==> config.mk <==
export PLATFORM = sky130hd
export DESIGN_NAME = gaussian_chi_square_accumulator_top_flat
export DESIGN_NICKNAME = d
export VERILOG_FILES = /design/src/rtl/gcsa_pkg.sv /design/src/rtl/gcsa_if.sv /design/src/rtl/gaussian_chi_square_accumulator_top.sv /design/src/flat_wrapper.sv
export SDC_FILE = /design/constraint.sdc
export NUM_CORES = 2
export LEC_CHECK = 0
export BUFFER_PORTS_ARGS = -buffer_cell sky130_fd_sc_hd__clkbuf_2
export CORE_UTILIZATION = 55
export CTS_BUF_LIST = sky130_fd_sc_hd__clkbuf_4
export DETAILED_ROUTE_END_ITERATION = 16
export PLACE_DENSITY = 0.72
export REMOVE_ABC_BUFFERS = 1
export SYNTH_ARGS = -nofsm -noshare
export SYNTH_HDL_FRONTEND = slang
export SYNTH_SLANG_ARGS = --single-unit
==> constraint.sdc <==
create_clock -name clk -period 26.8 [get_ports clk]
set_clock_uncertainty 0.1 [all_clocks]
set_input_delay 4.02 -clock clk [delete_from_list [all_inputs] [get_ports clk]]
set_output_delay 4.02 -clock clk [all_outputs]
set_load 0.01 [all_outputs]
==> src/rtl/gcsa_pkg.sv <==
// ----------------------------------------------------------------------------
// gcsa_pkg
// Shared constants of the gaussian chi-square accumulator.
// ----------------------------------------------------------------------------
package gcsa_pkg;

	localparam int ANGLE_W = 32;
	localparam int VALUE_W = 32;
	localparam int SIGMA_W = 20;
	localparam int SUM_W   = 48;
	localparam int CNT_W   = 16;
	localparam int ADDR_W  = 4;

	localparam logic [1:0] REG_ANGLE_SHIFT = 2'd0;
	localparam logic [1:0] REG_AMPLITUDE   = 2'd1;
	localparam logic [1:0] REG_SIGMA       = 2'd2;
	localparam logic [1:0] REG_MIN_UNC     = 2'd3;

	localparam logic [31:0]      AMPLITUDE_RST = 32'd512000;
	localparam logic [19:0]      SIGMA_RST     = 20'd125000;
	localparam logic [31:0]      MIN_UNC_RST   = 32'd384;
	localparam logic [16:0]      LOG2E_Q16     = 17'd94548;
	localparam logic [SUM_W-1:0] SUM_MAX       = '1;
	localparam logic [CNT_W-1:0] CNT_MAX       = '1;

	// 2^(-k/16) in Q16, k = 0..16
	localparam logic [16:0] POW2_FRAC [17] = '{
		17'd65536, 17'd62757, 17'd60097, 17'd57549, 17'd55109, 17'd52773,
		17'd50535, 17'd48393, 17'd46341, 17'd44376, 17'd42495, 17'd40693,
		17'd38968, 17'd37316, 17'd35734, 17'd34219, 17'd32768
	};

endpackage

==> src/rtl/gcsa_if.sv <==
// ----------------------------------------------------------------------------
// gcsa_pts_if / gcsa_res_if
// Valid/ready channels for input points and emitted sums.
// ----------------------------------------------------------------------------
interface gcsa_pts_if;
	logic                          valid;
	logic                          ready;
	logic signed [gcsa_pkg::ANGLE_W-1:0] angle;
	logic [gcsa_pkg::VALUE_W-1:0]  measured;
	logic [gcsa_pkg::VALUE_W-1:0]  uncertainty;
	logic                          last;

	modport source (output valid, angle, measured, uncertainty, last, input ready);
	modport sink   (input valid, angle, measured, uncertainty, last, output ready);
endinterface

interface gcsa_res_if;
	logic                        valid;
	logic                        ready;
	logic [gcsa_pkg::SUM_W-1:0]  chi_square;
	logic [gcsa_pkg::CNT_W-1:0]  point_count;

	modport source (output valid, chi_square, point_count, input ready);
	modport sink   (input valid, chi_square, point_count, output ready);
endinterface

==> src/rtl/gaussian_chi_square_accumulator_top.sv <==
// ----------------------------------------------------------------------------
// gaussian_chi_square_accumulator_top
// Accumulates squared normalized residuals against a gaussian model.
// Flow: a skipped word goes straight to the final step, a far-tail word skips
// the first division and the exponential; result valid the cycle after the
// final step. Shared radix-2 divider (21 then 32 steps), shared 32x32 multiplier.
// Throughput: one word in flight at a time; a held result stalls the last step.
// Reset: async active low; clears sum, count, control and restores registers.
// ----------------------------------------------------------------------------
module gaussian_chi_square_accumulator_top (
	input  logic                          clk,
	input  logic                          arst_n,
	input  logic                          psel,
	input  logic                          penable,
	input  logic                          pwrite,
	input  logic [gcsa_pkg::ADDR_W-1:0]   paddr,
	input  logic [31:0]                   pwdata,
	output logic [31:0]                   prdata,
	output logic                          pready,
	gcsa_pts_if.sink                      pts,
	gcsa_res_if.source                    res
);

	typedef enum logic [4:0] {
		ST_IDLE, ST_U, ST_M1, ST_M2, ST_D1SET, ST_DIV, ST_M3, ST_P, ST_M4,
		ST_E, ST_M5, ST_F, ST_DIFF, ST_M6, ST_C, ST_FIN
	} state_t;

	state_t state_q;

	logic signed [31:0] shift_q;
	logic [31:0]        amp_q;
	logic [19:0]        sigma_q;
	logic [31:0]        minunc_q;

	logic signed [32:0] x_q;
	logic [31:0]        meas_q, unc_q;
	logic               last_q, used_q, phase_q;
	logic [22:0]        u_q;
	logic [45:0]        usq_q;
	logic [63:0]        prod_q;
	logic [40:0]        rem_q, div_q;
	logic [31:0]        dvd_q, quo_q;
	logic [5:0]         cnt_q;
	logic [5:0]         n_q;
	logic [3:0]         k_q;
	logic [11:0]        w_q;
	logic [16:0]        e_q;
	logic [31:0]        f_q;
	logic [48:0]        c_q;
	logic [47:0]        sum_q;
	logic [15:0]        used_cnt_q;
	logic               res_valid_q;
	logic [47:0]        res_sum_q;
	logic [15:0]        res_cnt_q;

	logic [31:0] mul_a, mul_b;
	logic [19:0] s_eff;
	logic [32:0] u_abs;
	logic [41:0] trial;
	logic        trial_ge;
	logic [21:0] p_val;
	logic [16:0] t_hi, t_lo;
	logic [6:0]  sh;
	logic [63:0] f_rnd;
	logic [31:0] f_full;
	logic [31:0] d_val;
	logic [48:0] sum_room;
	logic [47:0] sum_next;
	logic [15:0] cnt_next;
	logic        cfg_wr;

	assign pready = 1'b1;
	assign cfg_wr = psel && penable && pwrite;

	always_ff @(posedge clk or negedge arst_n) begin
		if (!arst_n) begin
			shift_q  <= '0;
			amp_q    <= gcsa_pkg::AMPLITUDE_RST;
			sigma_q  <= gcsa_pkg::SIGMA_RST;
			minunc_q <= gcsa_pkg::MIN_UNC_RST;
		end else if (cfg_wr) begin
			unique case (paddr[3:2])
				gcsa_pkg::REG_ANGLE_SHIFT: shift_q  <= pwdata;
				gcsa_pkg::REG_AMPLITUDE:   amp_q    <= pwdata;
				gcsa_pkg::REG_SIGMA:       sigma_q  <= pwdata[19:0];
				gcsa_pkg::REG_MIN_UNC:     minunc_q <= pwdata;
				default: ;
			endcase
		end
	end

	always_comb begin
		unique case (paddr[3:2])
			gcsa_pkg::REG_ANGLE_SHIFT: prdata = shift_q;
			gcsa_pkg::REG_AMPLITUDE:   prdata = amp_q;
			gcsa_pkg::REG_SIGMA:       prdata = {12'd0, sigma_q};
			gcsa_pkg::REG_MIN_UNC:     prdata = minunc_q;
			default:                   prdata = '0;
		endcase
	end

	assign s_eff = (sigma_q == '0) ? 20'd1 : sigma_q;
	assign u_abs = x_q[32] ? 33'(-x_q) : 33'(x_q);

	// shared multiplier operand select
	always_comb begin
		mul_a = '0;
		mul_b = '0;
		case (state_q)
			ST_M1: begin mul_a = {9'd0, u_q};        mul_b = {9'd0, u_q}; end
			ST_M2: begin mul_a = {12'd0, s_eff};     mul_b = {12'd0, s_eff}; end
			ST_M3: begin mul_a = quo_q;              mul_b = {15'd0, gcsa_pkg::LOG2E_Q16}; end
			ST_M4: begin mul_a = {15'd0, t_hi - t_lo}; mul_b = {20'd0, w_q}; end
			ST_M5: begin mul_a = amp_q;              mul_b = {15'd0, e_q}; end
			ST_M6: begin mul_a = quo_q;              mul_b = quo_q; end
			default: ;
		endcase
	end

	assign t_hi     = gcsa_pkg::POW2_FRAC[k_q];
	assign t_lo     = gcsa_pkg::POW2_FRAC[5'(k_q) + 5'd1];
	assign trial    = {rem_q, dvd_q[31]};
	assign trial_ge = trial >= {1'b0, div_q};
	assign p_val    = 22'((prod_q[37:0] + 38'd32768) >> 16);
	assign sh       = 7'd16 + {1'b0, n_q};
	assign f_rnd    = (prod_q + (64'd1 << (sh - 7'd1))) >> sh;
	assign f_full   = (sh > 7'd62) ? 32'd0 : f_rnd[31:0];
	assign d_val    = (meas_q >= f_q) ? meas_q - f_q : f_q - meas_q;
	assign sum_room = 49'(gcsa_pkg::SUM_MAX) - {1'b0, sum_q};
	assign sum_next = (c_q >= sum_room) ? gcsa_pkg::SUM_MAX : 48'({1'b0, sum_q} + c_q);
	assign cnt_next = (used_q && used_cnt_q != gcsa_pkg::CNT_MAX) ?
		used_cnt_q + 16'd1 : used_cnt_q;

	assign pts.ready       = (state_q == ST_IDLE);
	assign res.valid       = res_valid_q;
	assign res.chi_square  = res_sum_q;
	assign res.point_count = res_cnt_q;

	always_ff @(posedge clk or negedge arst_n) begin
		if (!arst_n) begin
			state_q     <= ST_IDLE;
			sum_q       <= '0;
			used_cnt_q  <= '0;
			res_valid_q <= 1'b0;
			cnt_q       <= '0;
			phase_q     <= 1'b0;
		end else begin
			if (res_valid_q && res.ready && !(state_q == ST_FIN && last_q))
				res_valid_q <= 1'b0;
			unique case (state_q)
				ST_IDLE: begin
					if (pts.valid) begin
						x_q    <= 33'(pts.angle) + 33'(shift_q);
						meas_q <= pts.measured;
						unc_q  <= pts.uncertainty;
						last_q <= pts.last;
						used_q <= pts.uncertainty >= minunc_q;
						c_q    <= '0;
						state_q <= (pts.uncertainty >= minunc_q) ? ST_U : ST_FIN;
					end
				end
				ST_U: begin
					u_q <= u_abs[22:0];
					if (u_abs >= {10'd0, s_eff, 3'd0}) begin
						f_q     <= '0;
						state_q <= ST_DIFF;
					end else begin
						state_q <= ST_M1;
					end
				end
				ST_M1: begin
					prod_q  <= mul_a * mul_b;
					state_q <= ST_M2;
				end
				ST_M2: begin
					usq_q   <= prod_q[45:0];
					prod_q  <= mul_a * mul_b;
					state_q <= ST_D1SET;
				end
				ST_D1SET: begin
					rem_q   <= usq_q[45:5];
					dvd_q   <= {usq_q[4:0], 27'd0};
					div_q   <= {prod_q[39:0], 1'b0};
					quo_q   <= '0;
					cnt_q   <= 6'd21;
					phase_q <= 1'b0;
					state_q <= ST_DIV;
				end
				ST_DIV: begin
					rem_q <= trial_ge ? 41'(trial - {1'b0, div_q}) : trial[40:0];
					quo_q <= {quo_q[30:0], trial_ge};
					dvd_q <= {dvd_q[30:0], 1'b0};
					cnt_q <= cnt_q - 6'd1;
					if (cnt_q == 6'd1)
						state_q <= phase_q ? ST_M6 : ST_M3;
				end
				ST_M3: begin
					prod_q  <= mul_a * mul_b;
					state_q <= ST_P;
				end
				ST_P: begin
					n_q     <= p_val[21:16];
					k_q     <= p_val[15:12];
					w_q     <= p_val[11:0];
					state_q <= ST_M4;
				end
				ST_M4: begin
					prod_q  <= mul_a * mul_b;
					state_q <= ST_E;
				end
				ST_E: begin
					e_q     <= t_hi - 17'((prod_q[23:0] + 24'd2048) >> 12);
					state_q <= ST_M5;
				end
				ST_M5: begin
					prod_q  <= mul_a * mul_b;
					state_q <= ST_F;
				end
				ST_F: begin
					f_q     <= f_full;
					state_q <= ST_DIFF;
				end
				ST_DIFF: begin
					if (unc_q == '0) begin
						c_q     <= (d_val != '0) ? '1 : '0;
						state_q <= ST_FIN;
					end else if ({16'd0, d_val[31:16]} >= unc_q) begin
						c_q     <= '1;
						state_q <= ST_FIN;
					end else begin
						rem_q   <= {25'd0, d_val[31:16]};
						dvd_q   <= {d_val[15:0], 16'd0};
						div_q   <= {9'd0, unc_q};
						quo_q   <= '0;
						cnt_q   <= 6'd32;
						phase_q <= 1'b1;
						state_q <= ST_DIV;
					end
				end
				ST_M6: begin
					prod_q  <= mul_a * mul_b;
					state_q <= ST_C;
				end
				ST_C: begin
					c_q     <= {1'b0, 48'((prod_q + 64'd32768) >> 16)};
					state_q <= ST_FIN;
				end
				ST_FIN: begin
					if (!last_q) begin
						sum_q      <= sum_next;
						used_cnt_q <= cnt_next;
						state_q    <= ST_IDLE;
					end else if (!res_valid_q || res.ready) begin
						res_sum_q   <= sum_next;
						res_cnt_q   <= cnt_next;
						res_valid_q <= 1'b1;
						sum_q       <= '0;
						used_cnt_q  <= '0;
						state_q     <= ST_IDLE;
					end
				end
				default: state_q <= ST_IDLE;
			endcase
		end
	end

	a_div_rem_bound: assert property (@(posedge clk) disable iff (!arst_n)
		(state_q == ST_DIV) |-> (rem_q < div_q))
		else $error("divider remainder not below divisor");

	a_div_count: assert property (@(posedge clk) disable iff (!arst_n)
		(state_q == ST_DIV) |-> (cnt_q != '0))
		else $error("divider running with zero step count");

	a_sum_hold: assert property (@(posedge clk) disable iff (!arst_n)
		(state_q != ST_FIN) |=> ($stable(sum_q) && $stable(used_cnt_q)))
		else $error("accumulator changed outside final step");

endmodule
==> src/flat_wrapper.sv <==
// flat-port wrapper written by rule: the top's interface ports become plain ports
module gaussian_chi_square_accumulator_top_flat 
  (clk, arst_n, psel, penable, pwrite, paddr, pwdata, prdata, pready, pts_valid, pts_angle, pts_measured, pts_uncertainty, pts_last, pts_ready, res_valid, res_chi_square, res_point_count, res_ready);
  gcsa_pts_if pts_i ();
  gcsa_res_if res_i ();
  input  logic clk;
  input  logic arst_n;
  input  logic psel;
  input  logic penable;
  input  logic pwrite;
  input  logic [gcsa_pkg::ADDR_W-1:0] paddr;
  input  logic [31:0] pwdata;
  output logic [31:0] prdata;
  output logic pready;
  input wire logic [$bits(pts_i.valid)-1:0] pts_valid;
  input wire logic [$bits(pts_i.angle)-1:0] pts_angle;
  input wire logic [$bits(pts_i.measured)-1:0] pts_measured;
  input wire logic [$bits(pts_i.uncertainty)-1:0] pts_uncertainty;
  input wire logic [$bits(pts_i.last)-1:0] pts_last;
  output wire logic [$bits(pts_i.ready)-1:0] pts_ready;
  output wire logic [$bits(res_i.valid)-1:0] res_valid;
  output wire logic [$bits(res_i.chi_square)-1:0] res_chi_square;
  output wire logic [$bits(res_i.point_count)-1:0] res_point_count;
  input wire logic [$bits(res_i.ready)-1:0] res_ready;
  assign pts_i.valid = pts_valid;
  assign pts_i.angle = pts_angle;
  assign pts_i.measured = pts_measured;
  assign pts_i.uncertainty = pts_uncertainty;
  assign pts_i.last = pts_last;
  assign pts_ready = pts_i.ready;
  assign res_valid = res_i.valid;
  assign res_chi_square = res_i.chi_square;
  assign res_point_count = res_i.point_count;
  assign res_i.ready = res_ready;
  gaussian_chi_square_accumulator_top u_core (.clk(clk), .arst_n(arst_n), .psel(psel), .penable(penable), .pwrite(pwrite), .paddr(paddr), .pwdata(pwdata), .prdata(prdata), .pready(pready), .pts(pts_i), .res(res_i));
endmodule
==> results.md <==
- The run finished with clean final reports.
- Gates resized during post-CTS repair numbered 0.
- The worst hold path terminates at u_core.rem_q[17]$_DFFE_PP_.
- The static leakage is 0.0424 uW.
- The utilization after layout is roughly three fifths.
- The final weighted congestion in routability-driven placement is 0.993.
- The logic depth of the worst register-to-register path is 47.
- The number of different library cells used by synthesis comes to 96.
- After detailed routing, the average wire length per cell comes to 25.1 microns.
- After global routing the overflow that remains totals 0.
- The total number of yosys warnings is 0.
- The first-pass detailed-route iteration total is 7.
- The post-synthesis average cell area is 9.14 sq um.
- The critical path starts at u_core.k_q[2]$_DFFE_PP_.
- The number of CTS-inserted buffers is roughly 200.
- The routed layout has between 70000 and 80000 vias.
- The number of placed instances, taps included, is roughly 11000.
- The critical path in this run is classified as reg2reg.
- In this run the horizontal extent of the chip is between 300 and 400 microns.
- The final count of pins violating max slew was 0.
- Along the worst path, the maximum fanout reaches 30.
- Among all flip-flop cells after synthesis, the most frequent one is edfxtp_1.
- Global routing used approximately 38% of the available tracks across all layers.
- Cells with a size suffix above 1 make up 9.95% of the layout.
- The number of fillers in the final layout is between 10000 and 15000.
- The final-layout setup total negative slack is 0 ns.
- Input and output buffers added on the ports amount to 235.
- The instance count of the mapped netlist is roughly 9000.
- The residual DRC count is 0.
- The final layout contains routed wiring with a total length of approximately 290 mm.
- The first global-routing pass estimated around 430 mm of wire.
- Counting both buffers and inverters, the worst setup path holds a total of 5.
- The number of nets in the layout is approximately 11000.
- The detailed placement HPWL is between 200 and 250 mm.
- The final antenna-violating net count is 0.
- The later-pin clock latency in the skew report is about 1.2 ns.
- The H-tree was split into 4 levels.
- The total count of hold-check failures in the final report was 0.
- STA classifies the critical path endpoint as a flip-flop.
- The cell at the root of the clock tree is clkbuf_4.
- The number of synthesized flops with an enable pin is ~550.
- The final instance area is about 89000 sq um.
- The worst hold path belongs to the class reg2reg.
- The sequential standard cell area is 21200 sq um.
- The post-synthesis sequential element count is roughly 740.
- Once the floorplan was initialized, standard cells occupied between 50% and 60% of the core.
- The power density over the cells is between 100 and 150 nW/um^2.
- Across the run, the number of max-cap violations was 0.
- The CTS clock-pin slew for the worst setup and hold paths is about 0.07 ns.
- Entering global routing, the biggest net connects 70 pins.
- The number of core rows is 142.
- Data on the critical path arrives at its endpoint at about 17 ns.
- The layout-stage area growth over the synthesis result is 7.42%.
- The worst path meets setup with a little over 10 ns of slack.
- The maximum buffer depth of the clock tree is 3.
- The data required time at the worst endpoint is roughly 28 ns.
- The post-CTS setup buffer count is 0.
- The initial antenna violation count is 21.
- The worst min-delay path startpoint is u_core.usq_q[22]$_DFFE_PP_.
- After detailed routing, the number of vias per cell comes to between 6 and 7.
- In this design, the largest share of critical-path delay is due to compound AO/OA/AOI/OAI gates.
- The die covers between 150000 and 200000 sq um.
- Across all register-to-register paths, the minimum setup slack is approximately 10 ns.
- The number of sinks handled by clock tree synthesis is about 740.
- The clock tree from TritonCTS is done.
- During I/O placement, the number of pins put on the boundary was 239.
- The mapped netlist covers 83200 sq um.
- The cts-stage hold buffer count is 0.
- The fraction of the cycle the final worst path needs is approximately three fifths.
- The library cells used most frequently in the layout, excluding fill and tap cells, are inv_1 (1342), nand2_1 (1290), fa_1 (903).
- The endpoint identified for the worst register-to-register timing path is u_core.prod_q[62]$_DFFE_PP_.
- By instance count, the cell type seen most on the critical path is fa_1.
- Summing the sequential cell areas from Yosys gives between 20 and 30% of the chip area.
- The area of the multi-input gates is 55500 sq um.
- After layout, the minimum clock period comes to approximately 17 ns.
- The floorplan step set the die height to around 400 microns.
- The count of routing violations after the opening detailed-route iteration is ~7500.
- IR analysis of the VDD net gives a maximum drop of about 0.10 mV.
- The placed instances occupy a cell area of ~87000 sq um.
- Setup repair after global routing left no endpoint under its margin.
- On the worst path, the slowest cell contributes a delay of roughly 0.97 ns.
- The beginning of the worst register-to-register path is u_core.k_q[2]$_DFFE_PP_.
- After synthesis, the share of flip-flops with an asynchronous set or reset is between 20% and 30%.
- OpenSTA, run right after detailed placement, puts the worst setup slack at ~11 ns.
- The number of cells on the worst hold path is 1.
- After floorplanning, the core was sized to cover roughly 150000 sq um.
- The master of the slowest instance on the critical path is edfxtp_1.
- The filler-free cell count of the finished design is 11500.
- The slew of the pin with the lowest slew margin is about 1.3 ns.
- The total of endpoints with negative setup slack in the final report is 0.
- Leaving out fill and tap cells, the most frequent cell in the layout is inv_1.
- Timing would allow up to about 0.06 GHz.
- The via count of the first global-routing pass is 70000.
- In this run the tightest slew margin relative to its limit is 12.2%.
- The launching element type of the critical path is a flip-flop.
==> metrics by stage <==
step	power [uW]	hold WS, ns
2_1_floorplan	5700	0.350
3_3_place_gp	7720	0.395
3_5_place_dp	7840	0.399
4_1_cts	8980	0.384
5_1_grt	9740	0.428
6_report	9120	0.410
==> report_power, final <==
part | internal (uW) | total (uW) | switching (uW)
sequential | 1660 | 2000 | 340
combinational | 2030 | 6020 | 3990
clock | 563 | 1100 | 536
==> how the worst max path moves through the flow <==
| stage | endpoint | cells past startpoint |
|---|---|---|
| detailed placement | u_core.prod_q[62]$_DFFE_PP_ | 47 |
| finish | u_core.prod_q[62]$_DFFE_PP_ | 47 |
| global route | u_core.prod_q[62]$_DFFE_PP_ | 47 |
| global placement | u_core.prod_q[62]$_DFFE_PP_ | 47 |
| CTS | u_core.prod_q[62]$_DFFE_PP_ | 47 |
| floorplan | u_core.prod_q[62]$_DFFE_PP_ | 47 |
==> layout make-up <==
class | instances | share of cell area, %
Antenna cell | 12 | 0.0336
Multi-Input combinational cell | 6594 | 62.1
Sequential cell | 738 | 23.8
Clock inverter | 86 | 0.695
Inverter | 1348 | 5.66
Timing Repair Buffer | 382 | 2.56
Clock buffer | 282 | 2.37
Tap cell | 2016 | 2.82
==> cells by family (layout without fill, tap and decap cells) <==
| group | after synthesis | after routing | share of synthesized area [%] |
|---|---|---|---|
| AOI/OAI and AO/OA | 1654 | 1654 | 13.2 |
| xor gates and xnor gates | 348 | 348 | 3.67 |
| adders and majority gates | 1529 | 1529 | 31.2 |
| buffers and inverters | 1763 | 2098 | 8.02 |
| DFF | 738 | 738 | 25.5 |
| muxes | 248 | 248 | 3.56 |
| other | 1 | 13 | 0.00451 |
| and+or+nand+nor | 2814 | 2814 | 14.9 |
==> state kept, by name, summed over array words and instances, names as in the netlist, 12 cells and up <==
signal,cells
u_core.amp_q,32
u_core.c_q,49
u_core.div_q,41
u_core.dvd_q,16
u_core.e_q,17
u_core.f_q,32
u_core.meas_q,32
u_core.minunc_q,32
u_core.prod_q,64
u_core.quo_q,32
u_core.rem_q,41
u_core.res.chi_square,48
u_core.res.point_count,16
u_core.shift_q,32
u_core.sigma_q,20
u_core.sum_q,48
u_core.u_q,23
u_core.unc_q,32
u_core.used_cnt_q,16
u_core.usq_q,46
u_core.w_q,12
u_core.x_q,33
==> routing by layer <==
layer,global-route usage [%],wire [microns]
met1,49.3,112000
met3,8.76,29500
met2,58.2,127000
met4,20.8,18600
met5,0,125
==> synthesized netlist by cell type (all sizes together), types with 102 or more instances <==
library cell	instances	area, sq um
fa	903	18100
xnor2	224	1960
xor2	124	1090
a21o	220	1650
nor3	120	601
and3	102	638
mux2i	102	1020
mux2	120	1350
nand2	1293	4850
clkbuf	353	1330
o21ai	379	1900
nor2	734	2760
nand3	135	676
inv	1343	5040
edfxtp	546	16400
dfrtp	177	4430
a21oi	371	1860
ha	626	7830
Note: power is estimated with default switching activity, not from simulation.
